$ cat src/hdl/dsdd_pkg.sv
// Package for the serial display driver: command codes, widths, the
// digit state and input word structures and the segment bit tables.
// Depends on nothing; every other file of the block but dsdd_out_if uses it.
package dsdd_pkg;

  localparam int PATTERN_BITS = 48;
  localparam int DIGIT_COUNT  = 4;
  localparam int NUM_CODES    = 12;
  localparam int CMD_W        = 3;
  localparam int DIGIT_W      = 2;
  localparam int VALUE_W      = 4;
  localparam int POS_W        = $clog2(PATTERN_BITS);
  localparam int CNT_W        = $clog2(PATTERN_BITS);

  typedef enum logic [CMD_W-1:0] {
    CMD_SET     = 3'd0,
    CMD_ENABLE  = 3'd1,
    CMD_DISABLE = 3'd2,
    CMD_EN_ALL  = 3'd3,
    CMD_DIS_ALL = 3'd4,
    CMD_UPDATE  = 3'd5
  } cmd_t;

  typedef enum logic {
    ST_IDLE,
    ST_SHIFT
  } shift_state_t;

  typedef struct packed {
    logic [CMD_W-1:0]   cmd;
    logic [DIGIT_W-1:0] digit;
    logic [VALUE_W-1:0] value;
  } in_word_t;

  typedef struct packed {
    logic [DIGIT_COUNT-1:0][VALUE_W-1:0] value;
    logic [DIGIT_COUNT-1:0]              enable;
  } disp_state_t;

  function automatic logic [POS_W-1:0] pos_even(input logic [VALUE_W-1:0] v);
    logic [POS_W-1:0] p;
    case (v)
      4'd0:    p = 6'd5;
      4'd1:    p = 6'd14;
      4'd2:    p = 6'd15;
      4'd3:    p = 6'd13;
      4'd4:    p = 6'd12;
      4'd5:    p = 6'd0;
      4'd6:    p = 6'd1;
      4'd7:    p = 6'd2;
      4'd8:    p = 6'd3;
      4'd9:    p = 6'd4;
      4'd10:   p = 6'd7;
      4'd11:   p = 6'd6;
      default: p = 6'd0;
    endcase
    return p;
  endfunction

  function automatic logic [POS_W-1:0] pos_odd(input logic [VALUE_W-1:0] v);
    logic [POS_W-1:0] p;
    case (v)
      4'd0:    p = 6'd10;
      4'd1:    p = 6'd17;
      4'd2:    p = 6'd16;
      4'd3:    p = 6'd18;
      4'd4:    p = 6'd19;
      4'd5:    p = 6'd23;
      4'd6:    p = 6'd22;
      4'd7:    p = 6'd21;
      4'd8:    p = 6'd20;
      4'd9:    p = 6'd11;
      4'd10:   p = 6'd8;
      4'd11:   p = 6'd9;
      default: p = 6'd0;
    endcase
    return p;
  endfunction

  // Values of NUM_CODES (12) and above light nothing.
  function automatic logic [PATTERN_BITS-1:0] segment_word(
    input logic [DIGIT_W-1:0] d,
    input logic [VALUE_W-1:0] v
  );
    logic [POS_W-1:0] p;
    p = d[0] ? pos_odd(v) : pos_even(v);
    if (d[1]) begin
      p = p + POS_W'(24);
    end
    if (v >= VALUE_W'(NUM_CODES)) begin
      return '0;
    end
    return PATTERN_BITS'(1) << p;
  endfunction

endpackage

$ cat src/hdl/dsdd_in_if.sv
// Input channel of the serial display driver: valid, ready and the
// command word. Depends on dsdd_pkg for the field widths.
interface dsdd_in_if;
  logic                         valid;
  logic                         ready;
  logic [dsdd_pkg::CMD_W-1:0]   cmd;
  logic [dsdd_pkg::DIGIT_W-1:0] digit;
  logic [dsdd_pkg::VALUE_W-1:0] value;

  modport source (output valid, output cmd, output digit, output value, input ready);
  modport sink   (input valid, input cmd, input digit, input value, output ready);
endinterface

$ cat src/hdl/dsdd_out_if.sv
// Result channel of the serial display driver: valid, ready, the serial
// bit and the latch marker. Depends on nothing.
interface dsdd_out_if;
  logic valid;
  logic ready;
  logic serial_bit;
  logic latch;

  modport source (output valid, output serial_bit, output latch, input ready);
  modport sink   (input valid, input serial_bit, input latch, output ready);
endinterface

$ cat src/hdl/dsdd_regs.sv
// Digit value store and enable flags, updated by the accepted commands.
// Depends on dsdd_pkg.
module dsdd_regs (
  input  logic                  clk,
  input  logic                  rst_n,
  input  logic                  in_fire,
  input  dsdd_pkg::in_word_t    in_word,
  output dsdd_pkg::disp_state_t disp_state
);
  import dsdd_pkg::*;

  logic [DIGIT_COUNT-1:0][VALUE_W-1:0] value_r, value_nxt;
  logic [DIGIT_COUNT-1:0]              enable_r, enable_nxt;

  always_comb begin
    value_nxt  = value_r;
    enable_nxt = enable_r;
    if (in_fire) begin
      unique case (cmd_t'(in_word.cmd))
        CMD_SET:     value_nxt[in_word.digit] = in_word.value;
        CMD_ENABLE:  enable_nxt[in_word.digit] = 1'b1;
        CMD_DISABLE: enable_nxt[in_word.digit] = 1'b0;
        CMD_EN_ALL:  enable_nxt = '1;
        CMD_DIS_ALL: enable_nxt = '0;
        default:     ;
      endcase
    end
  end

  always_ff @(posedge clk) begin
    if (!rst_n) begin
      value_r  <= '0;
      enable_r <= '1;
    end else begin
      value_r  <= value_nxt;
      enable_r <= enable_nxt;
    end
  end

  assign disp_state.value  = value_r;
  assign disp_state.enable = enable_r;

endmodule

$ cat src/hdl/dsdd_shifter.sv
// Builds the segment pattern on an update and shifts it out one bit per
// word, marking the last bit as the latch pulse. Depends on dsdd_pkg.
module dsdd_shifter (
  input  logic                  clk,
  input  logic                  rst_n,
  input  logic                  load,
  input  dsdd_pkg::disp_state_t disp_state,
  output logic                  in_ready,
  dsdd_out_if.source            out_if
);
  import dsdd_pkg::*;

  shift_state_t            state_r, state_nxt;
  logic [PATTERN_BITS-1:0] shift_r, shift_nxt;
  logic [CNT_W-1:0]        cnt_r, cnt_nxt;
  logic [PATTERN_BITS-1:0] word;
  logic                    last;
  logic                    out_fire;

  always_comb begin
    word = '0;
    for (int i = 0; i < DIGIT_COUNT; i++) begin
      if (disp_state.enable[i]) begin
        word = word | segment_word(DIGIT_W'(i), disp_state.value[i]);
      end
    end
  end

  assign last     = (cnt_r == CNT_W'(PATTERN_BITS - 1));
  assign out_fire = out_if.valid && out_if.ready;

  always_comb begin
    state_nxt = state_r;
    unique case (state_r)
      ST_IDLE:  if (load) state_nxt = ST_SHIFT;
      ST_SHIFT: if (out_fire && last) state_nxt = ST_IDLE;
      default:  state_nxt = ST_IDLE;
    endcase
  end

  always_comb begin
    shift_nxt = shift_r;
    cnt_nxt   = cnt_r;
    in_ready  = 1'b0;
    unique case (state_r)
      ST_IDLE: begin
        in_ready = 1'b1;
        if (load) begin
          shift_nxt = word;
          cnt_nxt   = '0;
        end
      end
      ST_SHIFT: begin
        if (out_fire) begin
          shift_nxt = {1'b0, shift_r[PATTERN_BITS-1:1]};
          cnt_nxt   = cnt_r + CNT_W'(1);
        end
      end
      default: ;
    endcase
  end

  always_ff @(posedge clk) begin
    if (!rst_n) begin
      state_r <= ST_IDLE;
      cnt_r   <= '0;
    end else begin
      state_r <= state_nxt;
      cnt_r   <= cnt_nxt;
    end
  end

  always_ff @(posedge clk) begin
    shift_r <= shift_nxt;
  end

  assign out_if.valid      = (state_r == ST_SHIFT);
  assign out_if.serial_bit = shift_r[0];
  assign out_if.latch      = (state_r == ST_SHIFT) && last;

  a_load_idle: assert property (@(posedge clk) disable iff (!rst_n)
    load |-> state_r == ST_IDLE)
    else $error("update loaded while a pattern was still shifting");

  a_load_start: assert property (@(posedge clk) disable iff (!rst_n)
    load |=> out_if.valid && cnt_r == '0)
    else $error("pattern did not start at bit zero after an update");

  a_latch_end: assert property (@(posedge clk) disable iff (!rst_n)
    out_fire && out_if.latch |=> !out_if.valid && in_ready)
    else $error("shifting did not stop after the latch word");

  a_stall_hold: assert property (@(posedge clk) disable iff (!rst_n)
    out_if.valid && !out_if.ready |=> $stable(cnt_r) && $stable(shift_r))
    else $error("pattern advanced while the sink stalled");

endmodule

$ cat src/hdl/digit_to_serial_display_driver_core.sv
// Top level of the four-digit serial display driver.
// Depends on dsdd_pkg, dsdd_in_if, dsdd_out_if, dsdd_regs and dsdd_shifter.
//
// Commands set a digit value, enable or disable one digit or all digits,
// or update the display; all but update only change the stored state and
// produce no word. An update snapshots the four digits into a 48-bit
// segment pattern (1 means segment on, before any board inverter) and
// shifts it out bit 0 first, one word per cycle while the sink is ready;
// the 48th word carries latch. The input is held off for the 48 words of
// an update, until the pattern shift register and its bit counter have
// sent the latch word.
module digit_to_serial_display_driver_core (
  input  logic       clk,
  input  logic       rst_n,
  dsdd_in_if.sink    in_if,
  dsdd_out_if.source out_if
);
  import dsdd_pkg::*;

  in_word_t    in_word;
  disp_state_t disp_state;
  logic        in_fire;
  logic        load;

  assign in_word.cmd   = in_if.cmd;
  assign in_word.digit = in_if.digit;
  assign in_word.value = in_if.value;
  assign in_fire       = in_if.valid && in_if.ready;
  assign load          = in_fire && (in_if.cmd == CMD_UPDATE);

  dsdd_regs u_regs (
    .clk        (clk),
    .rst_n      (rst_n),
    .in_fire    (in_fire),
    .in_word    (in_word),
    .disp_state (disp_state)
  );

  dsdd_shifter u_shifter (
    .clk        (clk),
    .rst_n      (rst_n),
    .load       (load),
    .disp_state (disp_state),
    .in_ready   (in_if.ready),
    .out_if     (out_if)
  );

endmodule
$ cat src/flat_wrapper.sv
// flat-port wrapper written by rule: the top's interface ports become plain ports
module digit_to_serial_display_driver_core_flat import dsdd_pkg::*;
  (clk, rst_n, in_if_valid, in_if_cmd, in_if_digit, in_if_value, in_if_ready, out_if_valid, out_if_serial_bit, out_if_latch, out_if_ready);
  dsdd_in_if in_if_i ();
  dsdd_out_if out_if_i ();
  input  logic clk;
  input  logic rst_n;
  input wire logic [$bits(in_if_i.valid)-1:0] in_if_valid;
  input wire logic [$bits(in_if_i.cmd)-1:0] in_if_cmd;
  input wire logic [$bits(in_if_i.digit)-1:0] in_if_digit;
  input wire logic [$bits(in_if_i.value)-1:0] in_if_value;
  output wire logic [$bits(in_if_i.ready)-1:0] in_if_ready;
  output wire logic [$bits(out_if_i.valid)-1:0] out_if_valid;
  output wire logic [$bits(out_if_i.serial_bit)-1:0] out_if_serial_bit;
  output wire logic [$bits(out_if_i.latch)-1:0] out_if_latch;
  input wire logic [$bits(out_if_i.ready)-1:0] out_if_ready;
  assign in_if_i.valid = in_if_valid;
  assign in_if_i.cmd = in_if_cmd;
  assign in_if_i.digit = in_if_digit;
  assign in_if_i.value = in_if_value;
  assign in_if_ready = in_if_i.ready;
  assign out_if_valid = out_if_i.valid;
  assign out_if_serial_bit = out_if_i.serial_bit;
  assign out_if_latch = out_if_i.latch;
  assign out_if_i.ready = out_if_ready;
  digit_to_serial_display_driver_core u_core (.clk(clk), .rst_n(rst_n), .in_if(in_if_i), .out_if(out_if_i));
endmodule
$ cat config.mk
export PLATFORM = sky130hd
export DESIGN_NAME = digit_to_serial_display_driver_core_flat
export DESIGN_NICKNAME = d
export VERILOG_FILES = /design/src/hdl/dsdd_pkg.sv /design/src/hdl/dsdd_in_if.sv /design/src/hdl/dsdd_out_if.sv /design/src/hdl/dsdd_regs.sv /design/src/hdl/dsdd_shifter.sv /design/src/hdl/digit_to_serial_display_driver_core.sv /design/src/flat_wrapper.sv
export SDC_FILE = /design/constraint.sdc
export NUM_CORES = 1
export LEC_CHECK = 0
export ABC_AREA = 1
export BUFFER_PORTS_ARGS = -buffer_cell sky130_fd_sc_hd__buf_4
export CAP_MARGIN = 40
export CELL_PAD_IN_SITES_DETAIL_PLACEMENT = 1
export CELL_PAD_IN_SITES_GLOBAL_PLACEMENT = 1
export CORE_MARGIN = 1.5
export CORE_UTILIZATION = 49
export CTS_BUF_LIST = sky130_fd_sc_hd__clkbuf_16
export DETAILED_ROUTE_END_ITERATION = 8
export HOLD_SLACK_MARGIN = 0.1
export PLACE_DENSITY = 0.95
export SETUP_SLACK_MARGIN = 0.5
export SYNTH_ARGS = -nofsm -noshare
export SYNTH_HDL_FRONTEND = slang
export SYNTH_HIERARCHICAL = 1
export SYNTH_SLANG_ARGS = --single-unit
$ cat constraint.sdc
create_clock -name clk -period 8 [get_ports clk]
set_clock_uncertainty 0.15 [all_clocks]
set_input_delay 1.2 -clock clk [delete_from_list [all_inputs] [get_ports clk]]
set_output_delay 1.2 -clock clk [all_outputs]
set_load 0.02 [all_outputs]
Word level (Yosys, flattened, before mapping)
Memory sizes are Yosys's and may differ from the RTL's. A register that Yosys moved wholly into a read port is not among the register bits.
Index checks and enable logic that the tools add are counted.
W data, S select, Z words.
{"block": "totals", "in_bits": 13, "mem_count": 4, "romBits": 288, "reg_bits": 75}
{"name": "(no name shown)", "depth": 16, "word_bits": 5, "rd": 1, "rd_ports_with_merged_regs": 1, "wr": 0, "line": "dsdd_pkg.sv:62", "rtl": "case (v)"}
{"name": "(no name shown)", "depth": 16, "word_bits": 5, "rd": 1, "rd_ports_with_merged_regs": 1, "wr": 0, "line": "dsdd_pkg.sv:62"}
{"name": "(no name shown)", "depth": 16, "word_bits": 4, "rd": 1, "rd_ports_with_merged_regs": 1, "wr": 0, "line": "dsdd_pkg.sv:42", "rtl": "case (v)"}
{"name": "(no name shown)", "depth": 16, "word_bits": 4, "rd": 1, "rd_ports_with_merged_regs": 1, "wr": 0, "line": "dsdd_pkg.sv:42"}
{"block": "classes", "reduce_logical": 11, "n_shift": 4, "eq_ne": 8, "bitwise_logic": 7, "muxes": 53, "add_sub_neg": 3, "order_cmp": 6}
{"op": "$mux W48", "n": 17}
{"op": "$shl A1 B6 Y48 const A", "n": 4}
{"op": "$or A48 B48 Y48", "n": 3}
{"op": "$pmux W48 S2", "n": 1}
{"op": "$mux W6", "n": 8}
{"op": "$mux W4", "n": 9}
{"op": "$bwmux W16", "n": 1}
{"op": "$ge A4 B4 Y1 const B", "n": 4}
{"op": "$pmux W4 S4", "n": 1}
{"op": "$add A6 B5 Y6 const B", "n": 2}
{"op": "$mux W1", "n": 12}
{"op": "$pmux W6 S2", "n": 1}
{"op": "$demux W4 S2", "n": 1}
{"op": "$add A6 B1 Y6 const B", "n": 1}
{"op": "$eq A3 B2 Y1 const B", "n": 2}
{"op": "$eq A3 B3 Y1 const B", "n": 2}
{"op": "$eq A6 B6 Y1 const B", "n": 1}
{"op": "$logic_and A1 B1 Y1", "n": 6}
{"op": "$reduce_and A2 Y1", "n": 3}
{"op": "$and A4 B4 Y4", "n": 1}
{"op": "$ne A2 B1 Y1 const B", "n": 2}
{"op": "$not A4 Y4", "n": 1}
{"op": "$or A4 B4 Y4", "n": 1}
{"op": "$reduce_bool A4 Y1", "n": 1}
{"op": "7 further kinds", "n": 7}

Logic depth before layout (Yosys ltp)
{"block": "logic_depth", "ltp_word": 13, "ltp_mapped": 14, "depth_no_buf": 14}

By module
The synthesis kept the hierarchy.
{"module": "dsdd_shifter", "seq_area_each_um2": 1581.5, "area_each_um2": 4266.6, "instances": 1, "cells_each": 608}
{"module": "dsdd_regs", "seq_area_each_um2": 400.4, "area_each_um2": 925.9, "instances": 1, "cells_each": 136}
{"module": "digit_to_serial_display_driver_core", "seq_area_each_um2": 0.0, "area_each_um2": 23.8, "instances": 1, "cells_each": 6}

Worst setup path before layout
No wires, ideal clock.
{"block": "synth_timing", "path_kind": "reg-to-reg", "from": "register u_core.u_shifter.state_r, in the netlist u_core/u_shifter/out_if.valid", "to": "register u_core.u_shifter.shift_r[0] (enable)", "path_slack_ns": 4.727, "required_ns": 7.447, "path_stages_with_launch": 11, "period_less_slack_ns": 3.273, "arrival_ns": 2.720, "cell_sequence": "dfxtp_1 > buf_2 > clkinv_1 > buf_2 > buf_1 > nand3_1 > nor2_1 > inv_1 > nor2_1 > nor2_1 > inv_1"}
{"block": "synth_via", "elab_chain_len": 5}
{"item": "start, declared", "line": "dsdd_shifter.sv:13", "rtl": "shift_state_t state_r, state_nxt;"}
{"item": "start signal, assigned", "line": "dsdd_shifter.sv:68", "rtl": "state_r <= state_nxt;"}
{"item": "$mux W1", "line": "dsdd_shifter.sv:45", "rtl": "unique case (state_r)"}
{"item": "net in_if_ready", "line": "flat_wrapper.sv:12", "rtl": "output wire logic [$bits(in_if_i.ready)-1:0] in_if_ready;"}
{"item": "$logic_and A1 B1 Y1", "line": "digit_to_serial_display_driver_core.sv:28", "rtl": "assign in_fire = in_if.valid && in_if.ready;"}
{"item": "$logic_and A1 B1 Y1", "line": "digit_to_serial_display_driver_core.sv:29", "rtl": "assign load = in_fire && (in_if.cmd == CMD_UPDATE);"}
{"item": "net u_core.load", "line": "digit_to_serial_display_driver_core.sv:23", "rtl": "logic load;"}
{"item": "$ne A2 B1 Y1 (no line)"}
{"item": "$reduce_and A2 Y1 (no line)"}
{"item": "end signal, assigned", "line": "dsdd_shifter.sv:74", "rtl": "shift_r <= shift_nxt;"}
{"item": "end, declared", "line": "dsdd_shifter.sv:14", "rtl": "logic [PATTERN_BITS-1:0] shift_r, shift_nxt;"}
The timed path passes the listed nets, and every way through them passes these cells.
A chain may end at the register's enable or synchronous reset.

Final worst setup path
{"block": "layout_timing", "from": "register u_core.u_regs.value_r (netlist bit u_core/u_regs/disp_state[16])", "to": "register u_core.u_shifter.shift_r[25], data pin"}
{"block": "layout_via", "elab_chain_len": 9}
{"item": "start, declared", "line": "dsdd_regs.sv:12", "rtl": "logic [DIGIT_COUNT-1:0][VALUE_W-1:0] value_r, value_nxt;"}
{"item": "start signal, assigned", "line": "dsdd_regs.sv:35", "rtl": "value_r <= value_nxt;"}
{"item": "$ge A4 B4 Y1", "line": "dsdd_pkg.sv:90", "rtl": "if (v >= VALUE_W'(NUM_CODES)) begin"}
{"item": "$mux W1", "line": "dsdd_pkg.sv:90"}
{"item": "$mux W1", "line": "dsdd_shifter.sv:23", "rtl": "if (disp_state.enable[i]) begin"}
{"item": "$mux W48", "line": "dsdd_pkg.sv:93", "rtl": "return PATTERN_BITS'(1) << p;"}
{"item": "$mux W48", "line": "dsdd_shifter.sv:23"}
{"item": "$or A48 B48 Y48", "line": "dsdd_shifter.sv:24", "rtl": "word = word | segment_word(DIGIT_W'(i), disp_state.value[i]);"}
{"item": "$mux W48", "line": "dsdd_shifter.sv:23"}
{"item": "$mux W48", "line": "dsdd_shifter.sv:48", "rtl": "if (load) begin"}
{"item": "$pmux W48 S2", "line": "dsdd_shifter.sv:45"}
{"item": "net u_core.u_shifter.shift_nxt[25]", "line": "dsdd_shifter.sv:14"}
The timed path passes the listed nets, and every way through them passes these cells. The select of a mux whose other input is x is not followed.

==> impl_metrics.tcl <==
set metrics [dict create \
    status "complete, no violations" \
    cts_root_buffer "clkbuf_16" \
    period_share 0.411 \
    avgSynthCellArea_sq_um 6.96 \
    rr_startpoint "u_core/u_regs/disp_state[16]$_SDFFE_PN0P_" \
    cp_max_fo 25 \
    antenna_found_initial 0 \
    p_leak_nw 2.48 \
    power.density_mw_per_mm2 164 \
    grt_overflow 0 \
    critPathLaunch "u_core/u_regs/disp_state[16]$_SDFFE_PN0P_" \
    worstPathRequired_ns 8.06 \
    finalSetupTns_ns 0 \
    slowest_stage "o21ai_2" \
    grt_pass1_wl_microns 25600 \
    yosysWarnings 6 \
    crit_type "reg -> reg" \
    place_congestion 0.890 \
    vias 5074 \
    yosysTopAreaCellShare 0.276 \
    postCtsResizedCells 0 \
    synth_area_sq_mm 0.00522 \
    drive_gt1_frac 0.0873 \
    clk_pin_slew_ns 0.06 \
    max_freq_ghz 0.304 \
    min_path_type "reg -> reg" \
    grt_pass1_vias 5258 \
    die_area_sq_mm 0.0113 \
    worstMarginPinSlew_ns 0.828 \
    max-slew-margin-rel 0.448 \
    crit_arrival_ns 3.35 \
    finalHoldViolCount 0 \
    htree_levels 3 \
    reg2reg_to "u_core/u_shifter/shift_r[25]$_DFFE_PP_" \
    drtIter0Drc 215 \
    via_per_inst 5.69 \
    ant_nets 0 \
    holdCritStartpoint "u_core/u_shifter/cnt_r[5]$_SDFFE_PN0P_" \
    synth_top_area_cell "edfxtp_1" \
    fillCellCount 1366 \
    end_kind "register" \
    rsz0062_at_grt "false" \
    drt_wl_total_microns 15300 \
    rr_worst_depth 9 \
    fp-row-count 37 \
    clk_latency_ns 0.34 \
    cts_setup_buffers 0 \
    gr-usage-all-layers 0.287 \
    ioPinCount 17 \
    ys_types 37 \
    cts_tree "done" \
    fin_hold_ws_ns 0.320 \
    hold_end "u_core/u_shifter/cnt_r[5]$_SDFFE_PN0P_" \
    setup_viol 0 \
    cts_buffers 9 \
    wire_per_inst_microns 17.2 \
    ys_seq_elements 75 \
    slew_viol_final 0 \
    holdBufCountCts 0 \
    whs_path_depth 2 \
    nNetsFinal 790 \
    synth_cells 750 \
    start_util 0.505 \
    cts.sinks 75 \
    numPortBuffers 16 \
    area_growth_pct 8.68 \
    seq_area_frac_synth 0.380 \
    fin_crit_ns 3.28 \
    syn-num-nets 789 \
    synth_area_leaders "edfxtp_1 28%, nand2_1 16%, dfxtp_1 10%" \
    die-width_microns 106 \
    drc 0 \
    cp_cell_sequence "inv_1, ha_1, o21ai_2, ha_1, nor2_4, nand4_1, nand3_1, nand2_1, inv_1" \
    drtPass1Iterations 7 \
    drv_cap 0 \
    max_stage_delay_ns 0.67 \
    core_area_sq_mm 0.0103 \
    fp.dieH_microns 106 \
    regToRegSetupSlack_ns 4.72 \
    startpoint_type "register" \
    post-dp-hpwl_microns 10900 \
    vdd_ir_drop_max_v 0.0000970 \
    grt_max_degree 58 \
    num_antenna_cells 0 \
    clockBufferDepth 2 \
]
-- how the worst max path moves through the flow --
stage / end / slack [ns] / depth (start not counted)
after global placement: u_core/u_shifter/shift_r[29]$_DFFE_PP_ / 5.01 / 9
final: u_core/u_shifter/shift_r[25]$_DFFE_PP_ / 4.72 / 9
after global routing: u_core/u_shifter/shift_r[25]$_DFFE_PP_ / 4.47 / 9
after CTS: u_core/u_shifter/shift_r[25]$_DFFE_PP_ / 4.77 / 9
after detailed placement: u_core/u_shifter/shift_r[29]$_DFFE_PP_ / 4.89 / 9
after floorplan: u_core/u_shifter/shift_r[0]$_DFFE_PP_ / 4.73 / 10
-- logic make-up (layout without fill, tap and decap cells) --
logic type,count (synthesis),count (layout),synth area share
AOI/OAI and AO/OA,75,75,0.0782
DFF,75,75,0.380
adders and majority gates,26,26,0.0624
buffers and inverters,103,109,0.0832
and+or+nand+nor,471,471,0.396
-- metrics by stage --
stage	area (sq um)	total power, mW	utilization	cells	setup slack, ns
after floorplan	5220	0.492	-	750	4.73
after global placement	5380	0.513	0.521	876	5.01
after detailed placement	5380	0.519	0.521	876	4.89
after CTS	5670	0.931	0.549	892	4.77
after global routing	5670	0.955	0.549	892	4.47
final	5670	0.928	0.549	892	4.72
-- Yosys cell counts --
| cell type | instances |
|---|---|
| nand2_1 | 223 |
| nor2_1 | 102 |
| nand3_1 | 80 |
| inv_1 | 65 |
| edfxtp_1 | 48 |
| a21oi_1 | 41 |
| nand4_1 | 35 |
| dfxtp_1 | 27 |
| ha_1 | 26 |
| o21ai_0 | 21 |
| buf_2 | 11 |
| clkbuf_1 | 10 |
| inv_2 | 7 |
| nor2_2 | 7 |
| nor2_4 | 5 |
| or2_2 | 5 |
| or2_1 | 4 |
| buf_4 | 3 |
| nand3b_1 | 3 |
| nor3_1 | 3 |
| o21ai_2 | 3 |
| a22oi_1 | 2 |
| a31oi_1 | 2 |
| buf_6 | 2 |
| nand2_2 | 2 |
| o21ai_1 | 2 |
| a221oi_1 | 1 |
| a311oi_1 | 1 |
| buf_1 | 1 |
| clkbuf_2 | 1 |
| clkbuf_4 | 1 |
| clkinv_1 | 1 |
| inv_4 | 1 |
| nand2_4 | 1 |
| nand3_2 | 1 |
| o21a_1 | 1 |
| o221ai_1 | 1 |
-- routing by layer --
metal / share of wire / GRT usage
met1: 0.43 / 0.366
met2: 0.50 / 0.489
met3: 0.042 / 0.0380
met4: 0.030 / 0.121
met5: 0 / 0
-- critical path, delay by kind of cell, from the launching register on --
family	cells	cell delay, ns
AND/OR/NAND/NOR	4	0.83
flip-flops	1	0.41
AO/OA/AOI/OAI	1	0.67
adder cells (fa/ha/maj)	2	0.89
buffers and inverters	2	0.19
-- placed cells by master (no fill, tap or decap), drive strengths merged --
cell type  instances
nand2            226
a22oi              2
clkbuf             9
o21a               1
o221ai             1
a21oi             41
nor3               3
nand3             81
dfxtp             27
a31oi              2
clkinvlp           1
clkinv             5
nand4             35
o21ai             26
inv               74
a311oi             1
or2                9
nor2             114
bufinv             1
edfxtp            48
nand3b             3
ha                26
buf               19
a221oi             1
-- layout make-up --
class                           instances  area [sq um]  area share
Clock inverter                          7          68.8      0.0121
Inverter                               74           280      0.0494
Sequential cell                        75          1980       0.350
Multi-Input combinational cell        572          2800       0.494
Timing Repair Buffer                   19           143      0.0252
Clock buffer                            9           225      0.0397
Tap cell                              136           170      0.0300
-- flip-flops by register name, summed over array words and instances (netlist names) --
name,count
u_core/u_shifter/shift_r,48
u_core/u_regs/disp_state,16
u_core/u_regs/enable_r,4
u_core/u_shifter/cnt_r,6
u_core/u_shifter/out_if.valid,1
-- power breakdown --
group	internal, mW	switching (mW)	total (mW)
Clock	0.241	0.175	0.416
Sequential	0.422	0.00644	0.428
Combinational	0.0243	0.0598	0.0841
Total	0.687	0.241	0.928
Note: power is estimated with default switching activity, not from simulation.
